File: config.mk
export PLATFORM = sky130hd
export DESIGN_NAME = onewire_command_dispatcher
export DESIGN_NICKNAME = d
export VERILOG_FILES = /design/src/rtl/core/owcd_pkg.sv /design/src/rtl/core/onewire_command_dispatcher.sv /design/src/rtl/core/owcd_ctrl.sv /design/src/rtl/core/owcd_dp.sv
export SDC_FILE = /design/constraint.sdc
export NUM_CORES = 1
export LEC_CHECK = 0
export ABC_CLOCK_PERIOD_IN_PS = 3100
export BUFFER_PORTS_ARGS = -buffer_cell sky130_fd_sc_hd__buf_2
export CAP_MARGIN = 40
export CORE_ASPECT_RATIO = 1.4
export CORE_UTILIZATION = 54
export DETAILED_ROUTE_END_ITERATION = 10
export PLACE_DENSITY = 0.86
export SLEW_MARGIN = 10
export SYNTH_ARGS = -nofsm -noshare
export SYNTH_HDL_FRONTEND = slang
export SYNTH_SLANG_ARGS = --single-unit
export TNS_END_PERCENT = 30
File: constraint.sdc
create_clock -name i_clk -period 3.1 [get_ports i_clk]
set_input_delay 0 -clock i_clk [delete_from_list [all_inputs] [get_ports i_clk]]
set_output_delay 0 -clock i_clk [all_outputs]
set_load 0.005 [all_outputs]
File: src/rtl/core/owcd_pkg.sv
// Package for the one-wire command dispatcher: queue sizing, action, mode
// and interrupt codes, and the command and status structs between the
// controller and the datapath. No dependencies.
package owcd_pkg;

    localparam int QUEUE_DEPTH = 16;
    localparam int PTR_W       = (QUEUE_DEPTH > 1) ? $clog2(QUEUE_DEPTH) : 1;
    localparam int CNT_W       = $clog2(QUEUE_DEPTH + 1);
    localparam int LEVEL_W     = 5;

    localparam logic [1:0] ACT_RESET = 2'd0;
    localparam logic [1:0] ACT_WRITE = 2'd1;
    localparam logic [1:0] ACT_READ  = 2'd2;
    localparam logic [1:0] ACT_IRQ   = 2'd3;

    localparam logic [1:0] MODE_STANDBY = 2'd0;
    localparam logic [1:0] MODE_RESET   = 2'd1;
    localparam logic [1:0] MODE_WRITE   = 2'd2;
    localparam logic [1:0] MODE_READ    = 2'd3;

    localparam logic [1:0] IRQ_DEV_READY = 2'd0;
    localparam logic [1:0] IRQ_END_WRITE = 2'd1;

    typedef enum logic [1:0] {
        MSEL_KEEP,
        MSEL_ENGINE,
        MSEL_START
    } t_mode_sel;

    typedef struct packed {
        logic       capture;
        logic       commit;
        logic       push;
        logic       pop;
        logic       use_head;
        logic       drop;
        logic       finish_read;
        logic       clear_presence;
        logic       toggle_presence;
        logic [1:0] start_op;
        t_mode_sel  mode_sel;
    } t_dp_cmd;

    typedef struct packed {
        logic [1:0] action;
        logic [1:0] irq_source;
        logic       read_done;
        logic       present;
        logic       mode_standby;
        logic       emode_standby;
        logic       q_empty;
        logic       q_full;
    } t_dp_status;

    // Ring pointer advance that also works for depths that are not a power of two.
    function automatic logic [PTR_W-1:0] next_ptr(input logic [PTR_W-1:0] p);
        logic [PTR_W-1:0] r;
        if (p == PTR_W'(QUEUE_DEPTH - 1)) begin
            r = '0;
        end else begin
            r = p + 1'b1;
        end
        return r;
    endfunction

endpackage

File: src/rtl/core/onewire_command_dispatcher.sv
// One-wire command dispatcher, top level.
// Each beat steps through capture, queue head read and execute; the result
// is strobed by o_done in the cycle after execute, and a new beat can be started
// in that same cycle. The receiver cannot stall. Synchronous active-low reset
// returns to standby, clears presence and empties the queue; queue contents are
// not cleared.
module onewire_command_dispatcher (
    input  logic       i_clk,
    input  logic       i_rst_n,
    input  logic       start,
    output logic       busy,
    input  logic [1:0] i_action,
    input  logic [7:0] i_data_byte,
    input  logic [1:0] i_irq_source,
    input  logic [1:0] i_engine_mode,
    input  logic       i_read_done,
    input  logic [7:0] i_read_byte,
    output logic       o_done,
    output logic       o_accepted,
    output logic       o_start_valid,
    output logic [1:0] o_start_mode,
    output logic [7:0] o_start_data,
    output logic       o_clear_read_flag,
    output logic [7:0] o_result_byte,
    output logic       o_dropped,
    output logic [owcd_pkg::LEVEL_W-1:0] o_queue_level,
    output logic       o_present,
    output logic [1:0] o_current_mode
);
    import owcd_pkg::*;

    t_dp_cmd    cmd;
    t_dp_status status;

    owcd_ctrl u_ctrl (
        .i_clk    (i_clk),
        .i_rst_n  (i_rst_n),
        .i_start  (start),
        .i_status (status),
        .o_cmd    (cmd),
        .o_busy   (busy)
    );

    owcd_dp u_dp (
        .i_clk             (i_clk),
        .i_rst_n           (i_rst_n),
        .i_cmd             (cmd),
        .i_action          (i_action),
        .i_data_byte       (i_data_byte),
        .i_irq_source      (i_irq_source),
        .i_engine_mode     (i_engine_mode),
        .i_read_done       (i_read_done),
        .i_read_byte       (i_read_byte),
        .o_status          (status),
        .o_done            (o_done),
        .o_accepted        (o_accepted),
        .o_start_valid     (o_start_valid),
        .o_start_mode      (o_start_mode),
        .o_start_data      (o_start_data),
        .o_clear_read_flag (o_clear_read_flag),
        .o_result_byte     (o_result_byte),
        .o_dropped         (o_dropped),
        .o_queue_level     (o_queue_level),
        .o_present         (o_present),
        .o_current_mode    (o_current_mode)
    );

`ifndef SYNTHESIS
    a_done_frees: assert property (@(posedge i_clk) disable iff (!i_rst_n)
        o_done |-> !busy)
        else $error("result strobed while still busy");

    a_level_bound: assert property (@(posedge i_clk) disable iff (!i_rst_n)
        o_queue_level <= LEVEL_W'(QUEUE_DEPTH))
        else $error("queue level above depth");

    a_start_in_result: assert property (@(posedge i_clk) disable iff (!i_rst_n)
        (o_start_valid || o_dropped || o_accepted) |-> o_done)
        else $error("result flag outside a result beat");

    a_drop_full: assert property (@(posedge i_clk) disable iff (!i_rst_n)
        (o_done && o_dropped) |-> (o_queue_level == LEVEL_W'(QUEUE_DEPTH)))
        else $error("byte dropped while queue not full");

    a_accept_busy: assert property (@(posedge i_clk) disable iff (!i_rst_n)
        (start && !busy) |=> busy)
        else $error("accepted beat did not raise busy");
`endif

endmodule

File: src/rtl/core/owcd_ctrl.sv
// Controller of the one-wire command dispatcher: sequences each beat through
// fetch and execute and decodes the action into datapath commands.
// Depends on owcd_pkg.
module owcd_ctrl (
    input  logic                i_clk,
    input  logic                i_rst_n,
    input  logic                i_start,
    input  owcd_pkg::t_dp_status i_status,
    output owcd_pkg::t_dp_cmd   o_cmd,
    output logic                o_busy
);
    import owcd_pkg::*;

    typedef enum logic [1:0] {
        ST_IDLE,
        ST_FETCH,
        ST_EXEC
    } t_state;

    t_state r_state;
    logic   r_busy;
    logic   new_presence;
    logic   retry;

    always_ff @(posedge i_clk) begin
        if (!i_rst_n) begin
            r_state <= ST_IDLE;
            r_busy  <= 1'b0;
        end else begin
            unique case (r_state)
                ST_IDLE: begin
                    if (i_start) begin
                        r_state <= ST_FETCH;
                        r_busy  <= 1'b1;
                    end
                end
                ST_FETCH: begin
                    r_state <= ST_EXEC;
                end
                ST_EXEC: begin
                    r_state <= ST_IDLE;
                    r_busy  <= 1'b0;
                end
                default: begin
                    r_state <= ST_IDLE;
                    r_busy  <= 1'b0;
                end
            endcase
        end
    end

    assign new_presence = (i_status.irq_source == IRQ_DEV_READY) ?
                          !i_status.present : i_status.present;
    assign retry = ((i_status.irq_source == IRQ_DEV_READY) ||
                    ((i_status.irq_source == IRQ_END_WRITE) && i_status.present)) &&
                   !i_status.q_empty;

    always_comb begin
        o_cmd          = '0;
        o_cmd.mode_sel = MSEL_KEEP;
        o_cmd.start_op = MODE_STANDBY;
        o_cmd.capture  = (r_state == ST_IDLE) && i_start;
        if (r_state == ST_EXEC) begin
            o_cmd.commit = 1'b1;
            unique case (i_status.action)
                ACT_RESET: begin
                    if (i_status.q_empty && i_status.mode_standby) begin
                        o_cmd.clear_presence = 1'b1;
                        o_cmd.start_op       = MODE_RESET;
                        o_cmd.mode_sel       = MSEL_START;
                    end
                end
                ACT_WRITE: begin
                    if (i_status.present && i_status.mode_standby) begin
                        o_cmd.start_op = MODE_WRITE;
                        o_cmd.mode_sel = MSEL_START;
                    end else if (i_status.q_full) begin
                        o_cmd.drop = 1'b1;
                    end else begin
                        o_cmd.push = 1'b1;
                    end
                end
                ACT_READ: begin
                    if (i_status.present) begin
                        if (i_status.mode_standby) begin
                            o_cmd.start_op = MODE_READ;
                            o_cmd.mode_sel = MSEL_START;
                        end
                        // A finished read reloads the mode even when one was just started.
                        if (i_status.read_done) begin
                            o_cmd.finish_read = 1'b1;
                            o_cmd.mode_sel    = MSEL_ENGINE;
                        end
                    end
                end
                ACT_IRQ: begin
                    o_cmd.mode_sel        = MSEL_ENGINE;
                    o_cmd.toggle_presence = (i_status.irq_source == IRQ_DEV_READY);
                    if (retry) begin
                        o_cmd.pop      = 1'b1;
                        o_cmd.use_head = 1'b1;
                        if (new_presence && i_status.emode_standby) begin
                            o_cmd.start_op = MODE_WRITE;
                            o_cmd.mode_sel = MSEL_START;
                        end else begin
                            // The popped byte goes back to the tail; the pop left room.
                            o_cmd.push = 1'b1;
                        end
                    end
                end
            endcase
        end
    end

    assign o_busy = r_busy;

endmodule

File: src/rtl/core/owcd_dp.sv
// Datapath of the one-wire command dispatcher: input capture, mode and
// presence registers, the pending byte ring queue and the result registers.
// Depends on owcd_pkg.
module owcd_dp (
    input  logic                 i_clk,
    input  logic                 i_rst_n,
    input  owcd_pkg::t_dp_cmd    i_cmd,
    input  logic [1:0]           i_action,
    input  logic [7:0]           i_data_byte,
    input  logic [1:0]           i_irq_source,
    input  logic [1:0]           i_engine_mode,
    input  logic                 i_read_done,
    input  logic [7:0]           i_read_byte,
    output owcd_pkg::t_dp_status o_status,
    output logic                 o_done,
    output logic                 o_accepted,
    output logic                 o_start_valid,
    output logic [1:0]           o_start_mode,
    output logic [7:0]           o_start_data,
    output logic                 o_clear_read_flag,
    output logic [7:0]           o_result_byte,
    output logic                 o_dropped,
    output logic [owcd_pkg::LEVEL_W-1:0] o_queue_level,
    output logic                 o_present,
    output logic [1:0]           o_current_mode
);
    import owcd_pkg::*;

    logic [1:0]       r_action;
    logic [7:0]       r_data;
    logic [1:0]       r_irq;
    logic [1:0]       r_emode;
    logic             r_rdone;
    logic [7:0]       r_rbyte;

    logic [1:0]       r_mode;
    logic             r_presence;
    logic [PTR_W-1:0] r_rd_ptr;
    logic [PTR_W-1:0] r_wr_ptr;
    logic [CNT_W-1:0] r_count;
    logic [7:0]       r_head;
    logic [7:0]       mem [QUEUE_DEPTH];

    logic [1:0]       n_mode;
    logic             n_presence;
    logic [CNT_W-1:0] n_count;
    logic [7:0]       push_data;

    logic             r_done;
    logic             r_accepted;
    logic             r_start_valid;
    logic [1:0]       r_start_mode;
    logic [7:0]       r_start_data;
    logic             r_clear_read;
    logic [7:0]       r_result;
    logic             r_dropped;
    logic [LEVEL_W-1:0] r_level;

    always_ff @(posedge i_clk) begin
        if (i_cmd.capture) begin
            r_action <= i_action;
            r_data   <= i_data_byte;
            r_irq    <= i_irq_source;
            r_emode  <= i_engine_mode;
            r_rdone  <= i_read_done;
            r_rbyte  <= i_read_byte;
        end
    end

    // The head entry is read every cycle; it is settled by the end of fetch.
    always_ff @(posedge i_clk) begin
        r_head <= mem[r_rd_ptr];
        if (i_cmd.push) begin
            mem[r_wr_ptr] <= push_data;
        end
    end

    assign push_data = i_cmd.use_head ? r_head : r_data;

    always_comb begin
        unique case (i_cmd.mode_sel)
            MSEL_KEEP:   n_mode = r_mode;
            MSEL_ENGINE: n_mode = r_emode;
            MSEL_START:  n_mode = i_cmd.start_op;
            default:     n_mode = r_mode;
        endcase
        n_presence = r_presence;
        if (i_cmd.clear_presence) begin
            n_presence = 1'b0;
        end else if (i_cmd.toggle_presence) begin
            n_presence = !r_presence;
        end
        n_count = r_count;
        if (i_cmd.push && !i_cmd.pop) begin
            n_count = r_count + 1'b1;
        end else if (i_cmd.pop && !i_cmd.push) begin
            n_count = r_count - 1'b1;
        end
    end

    always_ff @(posedge i_clk) begin
        if (!i_rst_n) begin
            r_mode        <= MODE_STANDBY;
            r_presence    <= 1'b0;
            r_rd_ptr      <= '0;
            r_wr_ptr      <= '0;
            r_count       <= '0;
            r_done        <= 1'b0;
            r_accepted    <= 1'b0;
            r_start_valid <= 1'b0;
            r_start_mode  <= MODE_STANDBY;
            r_start_data  <= '0;
            r_clear_read  <= 1'b0;
            r_result      <= '0;
            r_dropped     <= 1'b0;
            r_level       <= '0;
        end else begin
            r_done <= i_cmd.commit;
            if (i_cmd.commit) begin
                r_mode     <= n_mode;
                r_presence <= n_presence;
                r_count    <= n_count;
                if (i_cmd.pop) begin
                    r_rd_ptr <= next_ptr(r_rd_ptr);
                end
                if (i_cmd.push) begin
                    r_wr_ptr <= next_ptr(r_wr_ptr);
                end
                r_accepted    <= (i_cmd.start_op == MODE_RESET) || i_cmd.finish_read;
                r_start_valid <= (i_cmd.start_op != MODE_STANDBY);
                r_start_mode  <= i_cmd.start_op;
                r_start_data  <= (i_cmd.start_op == MODE_WRITE) ? push_data : 8'd0;
                r_clear_read  <= i_cmd.finish_read;
                r_result      <= i_cmd.finish_read ? r_rbyte : 8'd0;
                r_dropped     <= i_cmd.drop;
                r_level       <= LEVEL_W'(n_count);
            end else begin
                // The command and event flags are pulses that last only for the result cycle.
                r_accepted    <= 1'b0;
                r_start_valid <= 1'b0;
                r_clear_read  <= 1'b0;
                r_dropped     <= 1'b0;
            end
        end
    end

    assign o_status.action        = r_action;
    assign o_status.irq_source    = r_irq;
    assign o_status.read_done     = r_rdone;
    assign o_status.present       = r_presence;
    assign o_status.mode_standby  = (r_mode == MODE_STANDBY);
    assign o_status.emode_standby = (r_emode == MODE_STANDBY);
    assign o_status.q_empty       = (r_count == '0);
    assign o_status.q_full        = (r_count == CNT_W'(QUEUE_DEPTH));

    assign o_done            = r_done;
    assign o_accepted        = r_accepted;
    assign o_start_valid     = r_start_valid;
    assign o_start_mode      = r_start_mode;
    assign o_start_data      = r_start_data;
    assign o_clear_read_flag = r_clear_read;
    assign o_result_byte     = r_result;
    assign o_dropped         = r_dropped;
    assign o_queue_level     = r_level;
    assign o_present         = r_presence;
    assign o_current_mode    = r_mode;

endmodule

# Yosys cells after proc, flatten, opt, wreduce, memory -nomap -nowiden
# Memory sizes are Yosys's and may differ from the RTL's. A register that Yosys moved wholly into a read port is not among the register bits.
# Cells that the tools add are included.
[classes] bitwise_logic=5 addsub=4 reduce_logical=32 eq_ne=14 muxes=41
[ops] cell="2-to-1 mux 4 bit" n=7
[ops] cell="2-to-1 mux 8 bit" n=3
[ops] cell="2-to-1 mux 1 bit" n=18
[ops] cell="case mux 4 bit (4 select lines)" n=1
[ops] cell="AND reduction 2 bit" n=7
[ops] cell="2-to-1 mux 12 bit" n=1
[ops] cell="== test 2 x 1 -> 1 bit, second input constant" n=5
[ops] cell="== test 2 bit, second input constant" n=5
[ops] cell="zero test 2 bit" n=5
[ops] cell="2-to-1 mux 5 bit" n=2
[ops] cell="adder 4 x 1 -> 4 bit, second input constant" n=2
[ops] cell="== test 4 bit, second input constant" n=2
[ops] cell="logical AND 1 bit" n=8
[ops] cell="case mux 2 bit (2 select lines)" n=2
[ops] cell="nonzero test 2 bit" n=4
[ops] cell="2-to-1 mux 2 bit" n=3
[ops] cell="2-to-1 mux 3 bit" n=2
[ops] cell="adder 5 x 1 -> 5 bit, second input constant" n=1
[ops] cell="== test 5 bit, second input constant" n=1
[ops] cell="zero test 5 bit" n=1
[ops] cell="inverter 1 bit" n=5
[ops] cell="OR reduction 5 bit" n=1
[ops] cell="subtractor 5 x 1 -> 5 bit, second input constant" n=1
[ops] cell="zero test 1 bit" n=4
[ops] cell="other kinds (3)" n=5
[word_totals] in_bits=26 output_inout_bits=32 regBits=65 wordCells=118 ramBits=128 n_memories=1
[mem_list] name="u_dp.mem" depth=16 word_bits=8 read_ports=1 rd_clocked_by_memory_dff=1 write_ports=1 line_no="owcd_dp.sv:42" rtl="logic [7:0] mem [QUEUE_DEPTH];"

# Logic depth before layout (Yosys ltp)
# Gate-level depths: netlist of run 1.
[logic_depth] ltp_word=11 depth_mapped=15 mapped_depth_nobuf=12

# Hierarchy
# Synthesis of run 1 repeated with hierarchy kept, for this count alone.
[hier_totals] cells_unflattened=512 hier_area_um2=8102.8
[by_module_without_submodules] module="owcd_dp" seq_area_each_um2=5475.3 cells_per_inst=465 area_each_um2=7749.9 instances=1
[by_module_without_submodules] module="owcd_ctrl" seq_area_each_um2=60.1 cells_per_inst=47 area_each_um2=352.8 instances=1

# Least setup slack after synthesis of run 1
# OpenSTA, ideal clock, no wires.
[synth_path] kind="reg-to-reg" start="register, netlist name u_dp.o_queue_level[0]" end="register u_dp.r_level[4] (netlist: u_dp.o_queue_level[4])" setup_time_ps=118 path_buffers=2 required_ps=2982 path_slack_ps=143 arrival_time_ps=2839 stages_incl_launch_ff=15 synth_period_minus_slack_ps=2957 path_cell_list="dfxtp_1 > or4_4 > nor2_2 > nor4_1 > or2_0 > buf_2 > buf_6 > ha_1 > inv_1 > ha_1 > a21o_1 > a21oi_1 > xnor2_1 > nand2_1 > mux2i_1"
[synth_rtl] item="end signal, assigned" line_no="owcd_dp.sv:136" rtl="r_level <= LEVEL_W'(n_count);"
[synth_rtl] item="end, declared" line_no="owcd_dp.sv:57" rtl="logic [LEVEL_W-1:0] r_level;"

==> results of run 1 <==
==> synth_stat cells (2+ instances only) <==
library cell  number  area share (%)
buf_2              9            0.57
nor3_1             2            0.13
a32oi_1            8            0.89
nand3b_1           2            0.19
edfxtp_1         151              57
mux4_2            32             9.1
a31oi_1            2            0.16
a21oi_1           21             1.3
clkbuf_1          13            0.62
a211oi_1          11             1.0
mux2i_1           13             1.6
ha_1              10             1.6
nor2_1            26             1.2
xnor2_1            5            0.55
and3_1            12            0.95
and2_1             2            0.16
a22o_1             8            0.89
mux2_2             6            0.85
inv_1              9            0.43
nor2b_1           14             1.1
o21ai_0           12            0.76
or3_1              2            0.16
mux2_4             2            0.38
a21o_1             4            0.38
nand2_1           17            0.81
nor4_1             2            0.16
buf_1              2           0.095
nand3_1            4            0.25
nand2b_1           5            0.40
o211ai_1           3            0.28
dfxtp_1           50              13
==> power breakdown <==
part           internal, mW  total [mW]  switching (mW)
Clock                  1.31        2.25           0.939
Sequential             2.92        2.94          0.0149
Combinational        0.0572       0.146          0.0889
==> registers in the layout, summed over array words and instances (netlist names), 4 cells and up <==
| name | cells |
|---|---|
| u_dp.r_head | 8 |
| u_dp.o_queue_level | 5 |
| u_dp.o_result_byte | 8 |
| u_dp.mem | 128 |
| u_dp.r_wr_ptr | 4 |
| u_dp.r_data | 8 |
| u_dp.r_rd_ptr | 4 |
| u_dp.o_start_data | 8 |
| u_dp.r_rbyte | 8 |
==> cells in the final DEF, fill, tap and decap left out, types with 3 or more instances in the layout <==
master         Yosys  final
a211oi_1          11     11
a21o_1             4      4
a21oi_1           21     21
a22o_1             8      8
a32oi_1            8      8
and3_1            12     12
buf_2              9     58
buf_4              1     17
clkbuf_1          13      6
clkbuf_16          0     19
clkinv_2           0      3
clkinv_4           0      3
dfxtp_1           50     49
dlygate4sd3_1      0     26
edfxtp_1         151    151
ha_1              10     10
inv_1              9      8
mux2_2             6      6
mux2i_1           13     13
mux4_2            32     32
nand2_1           17     17
nand2b_1           5      5
nand3_1            4      4
nor2_1            26     25
nor2b_1           14     14
o211ai_1           3      3
o21ai_0           12     12
xnor2_1            5      5
==> area by class of cell <==
class | instances | area share (%)
repair buffers | 101 | 7.29
well taps | 189 | 2.54
clock buffers | 25 | 5.35
inverters | 9 | 0.363
multi-input cells | 245 | 23.9
flip-flops and latches | 201 | 59.5
clock inverters | 8 | 1.09
==> critical path, stage by stage, from the launching register on <==
cell	delay [ps]
dfxtp_1	390
or4_4	620
nor2_2	130
nor4_1	70
or2_0	240
ha_1	220
inv_2	110
ha_1	280
a21o_1	210
a21oi_1	170
xnor2_1	140
nand2_1	80
mux2i_1	140
==> metal layers <==
metal,up-vias,share of wire (%)
met3,41,4.8
met5,-,0
li1,2073,-
met1,2323,35
met4,0,4.5
met2,197,56
==> stage by stage <==
stage                     hold slack, ps  instance area, µm²
after global placement               177                8430
after detailed placement             178                8440
after global routing                 224                9310
after floorplan                     98.9                7920
after CTS                            214                9300
final                                224                9310
==> final timing paths <==
path	cells past startpoint	to
worst min register to register	2	u_dp.o_start_mode[1]$_SDFFE_PN0P_
worst max register to register	12	u_dp.o_queue_level[4]$_SDFFE_PN0P_
worst max-delay path	12	u_dp.o_queue_level[4]$_SDFFE_PN0P_
worst min-delay path	2	u_dp.r_data[2]$_DFFE_PP_
==> kinds of logic (layout without fill, tap and decap cells) <==
| logic type | count (synthesis) | after routing | synth area share [%] |
|---|---|---|---|
| flip-flops | 201 | 201 | 69.9 |
| XOR/XNOR | 6 | 6 | 0.664 |
| AO/OA/AOI/OAI | 79 | 79 | 7.07 |
| multiplexers | 53 | 53 | 12.0 |
| buffers and inverters | 36 | 143 | 2.13 |
| AND/OR/NAND/NOR | 95 | 95 | 6.27 |
| adder cells (fa/ha/maj) | 12 | 12 | 1.96 |
==> what timing repair did <==
action,4_1_cts,5_1_grt
hold buffers,26,0
gates resized for setup,0,2
endpoints found under the hold margin,34,0
setup endpoints to repair,0,2
==> flow_summary.json, run 1 <==
{
  "fin_nets": 614,
  "gr-usage-all-layers_pct": 23.3,
  "reg2reg_slack_ps": 190,
  "ys_types": 54,
  "clk_transition_reported_paths_ps": 70,
  "drt_iter0_markers": 303,
  "synth_area_um2": 7920,
  "place.port_buffers": 57,
  "gp_congestion": 0.891,
  "clock_sinks": 201,
  "place_ws_ps": 137,
  "drive_gt1_share_pct": 25.5,
  "register_area_um2": 5540,
  "grt_pass1_vias": 4781,
  "critPathMaxFanout": 6,
  "relSlewSlack_pct": 46.2,
  "hold_start": "i_data_byte[2]",
  "hold_violations": 0,
  "vias": 4634,
  "antenna_found_initial": 0,
  "synth_edf_count": 151,
  "antennaDiodeCount": 0,
  "post_drt_wl_per_cell_um": 22.1,
  "place_inst": 719,
  "synth-seq-cells": 201,
  "async_flop_share_pct": 0,
  "power_mw": 5.33,
  "root_buffer": "clkbuf_16",
  "routed_wl_mm": 17.2,
  "worst_ep_arrival_time_ps": 3280,
  "fin_skew_ps": 14.1,
  "boundaryPins": 58,
  "status": "finished, final reports clean",
  "leakagePower_nw": 3.29,
  "syn_area_per_cell_um2": 16.4,
  "cts-buffers-inserted": 19,
  "hpwl_mm": 10.9,
  "dr.pass1.iters": 4,
  "dieHeight_um": 145,
  "die_w_um": 104,
  "rows": 52,
  "stdcell_count": 778,
  "finish.utilization_pct": 64.7,
  "synth_nets": 519,
  "critPathLaunchType": "flop",
  "grtUsageMet2_pct": 42.9,
  "cts.path.max_buffers": 3,
  "ant_nets": 0,
  "grt-ovfl-total": 0,
  "drc": 0,
  "grt-busiest-layer": "met2",
  "min_path_type": "in -> reg",
  "required_ps": 3470,
  "fmax_mhz": 343,
  "dieArea_um2": 15200,
  "synth_ff_type": "edfxtp_1",
  "multi_input_area_um2": 2220,
  "grt_first_pass_wirelength_mm": 26.2,
  "rr_startpoint": "u_dp.o_queue_level[0]$_SDFFE_PN0P_",
  "start_util_pct": 55.1,
  "slew_viol_final": 0,
  "finalWorstSetupSlack_ps": 187,
  "tightestPinTransition_ps": 806,
  "ir_worst_vdd_mv": 0.510,
  "htreeDepth": 1,
  "power.density_nw_per_um2": 573,
  "grt_use_met3_pct": 3.10,
  "tns_ps": 0,
  "end_kind": "flop",
  "finalCritPeriodShare_pct": 94.0,
  "cts_tree": "built",
  "fin_crit_ps": 2910,
  "clkLatencyLatePin_ps": 480,
  "grtUsageMet1_pct": 25.8,
  "yosysWarnings": 0,
  "fill_cells": 936,
  "cap_viol_max_count": 0,
  "syn_inst": 482,
  "grt_max_degree": 36,
  "post_cts_buffers": 0,
  "setup_viol": 0,
  "area_delta_synth_final_pct": 17.5,
  "path_class": "reg -> reg",
  "rsz0062_at_grt": "false",
  "core-area_um2": 14400,
  "worstSetupStartpoint": "u_dp.o_queue_level[0]$_SDFFE_PN0P_",
  "viasPerCell": 5.96,
  "yosysSeqAreaShare_pct": 69.9
}
Note: power is estimated with default switching activity, not from simulation.
==> run 2: changes to the inputs <==
--- a/config.mk
+++ b/config.mk
@@ -5,13 +5,13 @@
 export SDC_FILE = /design/constraint.sdc
 export NUM_CORES = 1
 export LEC_CHECK = 0
-export ABC_CLOCK_PERIOD_IN_PS = 3100
+export ABC_CLOCK_PERIOD_IN_PS = 3200
 export BUFFER_PORTS_ARGS = -buffer_cell sky130_fd_sc_hd__buf_2
 export CAP_MARGIN = 40
 export CORE_ASPECT_RATIO = 1.4
-export CORE_UTILIZATION = 54
+export CORE_UTILIZATION = 59
 export DETAILED_ROUTE_END_ITERATION = 10
-export PLACE_DENSITY = 0.86
+export PLACE_DENSITY = 0.84
 export SLEW_MARGIN = 10
 export SYNTH_ARGS = -nofsm -noshare
 export SYNTH_HDL_FRONTEND = slang
==> constraint.sdc (replaced) <==
create_clock -name i_clk -period 3.2 [get_ports i_clk]
set_input_delay 0 -clock i_clk [delete_from_list [all_inputs] [get_ports i_clk]]
set_output_delay 0 -clock i_clk [all_outputs]
set_load 0.005 [all_outputs]
==> run 2 against run 1 <==
- critical path depth unchanged
- first-iteration DRC count decreased by 15%
- global-route usage increased by 2.4 points
- highest routed layer unchanged
==> flow_summary.json, run 2 (synthesis gave the netlist of run 1 again) <==
{
  "status": "finished, final reports clean",
  "cts-buffers-inserted": 19,
  "power.density_nw_per_um2": 563,
  "setup_viol": 0,
  "rsz0062_at_grt": "false",
  "rows": 49,
  "start_util_pct": 61.2,
  "multi_input_area_um2": 2210,
  "layout_common_cells": "edfxtp_1, buf_2, dfxtp_1",
  "mostFrequentLayoutCell": "edfxtp_1",
  "drt_iter0_markers": 257,
  "cap_viol_max_count": 0,
  "critPathMaxStageDelay_ps": 600,
  "cts_resized": 0,
  "grt_max_degree": 36,
  "critPathMaxFanout": 6,
  "drc": 0,
  "power_mw": 5.25,
  "ant_nets": 0,
  "tns_ps": 0,
  "stdcell_count": 767,
  "register_area_um2": 5540,
  "fin_crit_ps": 2920,
  "crit_chain": "or4_4 -> nor2_2 -> nor4_1 -> or2_0 -> ha_1 -> inv_1 -> ha_1 -> a21o_1 -> a21oi_1 -> xnor2_1 -> nand2_1 -> mux2i_1",
  "antenna_found_initial": 0,
  "fin_skew_ps": 18.4,
  "hold_violations": 0,
  "clkLatencyLatePin_ps": 490,
  "ir_worst_vdd_mv": 0.550,
  "viasPerCell": 5.98,
  "fill_cells": 774,
  "min_path_type": "in -> reg",
  "tightestPinTransition_ps": 783,
  "htreeDepth": 1,
  "antennaDiodeCount": 0,
  "relSlewSlack_pct": 47.8,
  "routed_wl_mm": 16.9,
  "cp_common_cell": "ha_1",
  "place_inst": 707,
  "dr.pass1.iters": 5,
  "dieHeight_um": 139,
  "critPathTopFamily": "simple AND/OR/NAND/NOR gates",
  "core-area_um2": 12900,
  "path_class": "reg -> reg",
  "largest_register_ffs": 128,
  "placed_cell_area_um2": 8430,
  "die_w_um": 99.9,
  "critPathLaunchType": "flop",
  "vias": 4588,
  "grt_pass1_vias": 4770,
  "finalCritPeriodShare_pct": 91.4,
  "cts.path.max_buffers": 3,
  "cp_slowest_cell": "or4_4",
  "regMostFlops": "u_dp.mem",
  "area_delta_synth_final_pct": 17.7,
  "place.port_buffers": 57,
  "cts_tree": "built",
  "hpwl_mm": 10.7,
  "clk_transition_reported_paths_ps": 60,
  "fmax_mhz": 342,
  "root_buffer": "clkbuf_16",
  "gr-usage-all-layers_pct": 25.7,
  "slew_viol_final": 0,
  "worst_ep_arrival_time_ps": 3300,
  "grt-ovfl-total": 0,
  "dieArea_um2": 13900,
  "path_buf_inv": 1,
  "required_ps": 3580,
  "end_kind": "flop",
  "clock_sinks": 201,
  "post_drt_wl_per_cell_um": 22.0,
  "leakagePower_nw": 3.29,
  "grt_first_pass_wirelength_mm": 26.5,
  "gp_congestion": 0.930,
  "fin_nets": 613,
  "boundaryPins": 58,
  "drive_gt1_share_pct": 25.6,
  "design_area_um2": 9320
}
run 2: routing by layer:
metal	GRT usage [%]	up-vias	wire length (µm)
met5	0	-	0
li1	-	2071	-
met4	9.67	0	537
met2	45.9	190	9340
met3	3.18	38	898
met1	31.7	2289	6110
run 2: area by class of cell:
| type | instances | share of cell area, % |
|---|---|---|
| inverters | 9 | 0.362 |
| flip-flops and latches | 201 | 59.4 |
| well taps | 178 | 2.39 |
| repair buffers | 100 | 7.33 |
| multi-input cells | 245 | 23.8 |
| clock inverters | 11 | 1.29 |
| clock buffers | 23 | 5.48 |
run 2: path summary, 6_finish.rpt:
check / from / to / slack [ps] / depth (start not counted)
hold / removal: i_read_byte[5] / u_dp.r_rbyte[5]$_DFFE_PP_ / 220 / 2
setup / recovery: u_dp.o_queue_level[0]$_SDFFE_PN0P_ / u_dp.o_queue_level[4]$_SDFFE_PN0P_ / 280 / 12
hold reg to reg: u_ctrl.o_busy$_SDFFE_PN0P_ / u_ctrl.o_busy$_SDFFE_PN0P_ / 450 / 2
setup reg to reg: u_dp.o_queue_level[0]$_SDFFE_PN0P_ / u_dp.o_queue_level[4]$_SDFFE_PN0P_ / 280 / 12
run 2: what timing repair did:
action / 4_1_cts / 5_1_grt
hold endpoints to repair: 33 / 0
hold buffers: 26 / 0
buffers inserted: 0 / 0
run 2: metrics by stage:
step                      utilization, %  hold slack, ps  worst slack, ps
after floorplan                        -            98.9              243
after global placement              65.1             178              354
after detailed placement            65.2             178              284
after CTS                           72.1             207              276
after global routing                72.1             216             90.4
final                               72.1             220              277
run 2: where the power goes:
group,internal [mW],switching (mW),leakage (nW)
Sequential,2.83,0.0135,1.78
Combinational,0.0555,0.0882,1.21
Clock,1.31,0.948,0.306
Total,4.20,1.05,3.29
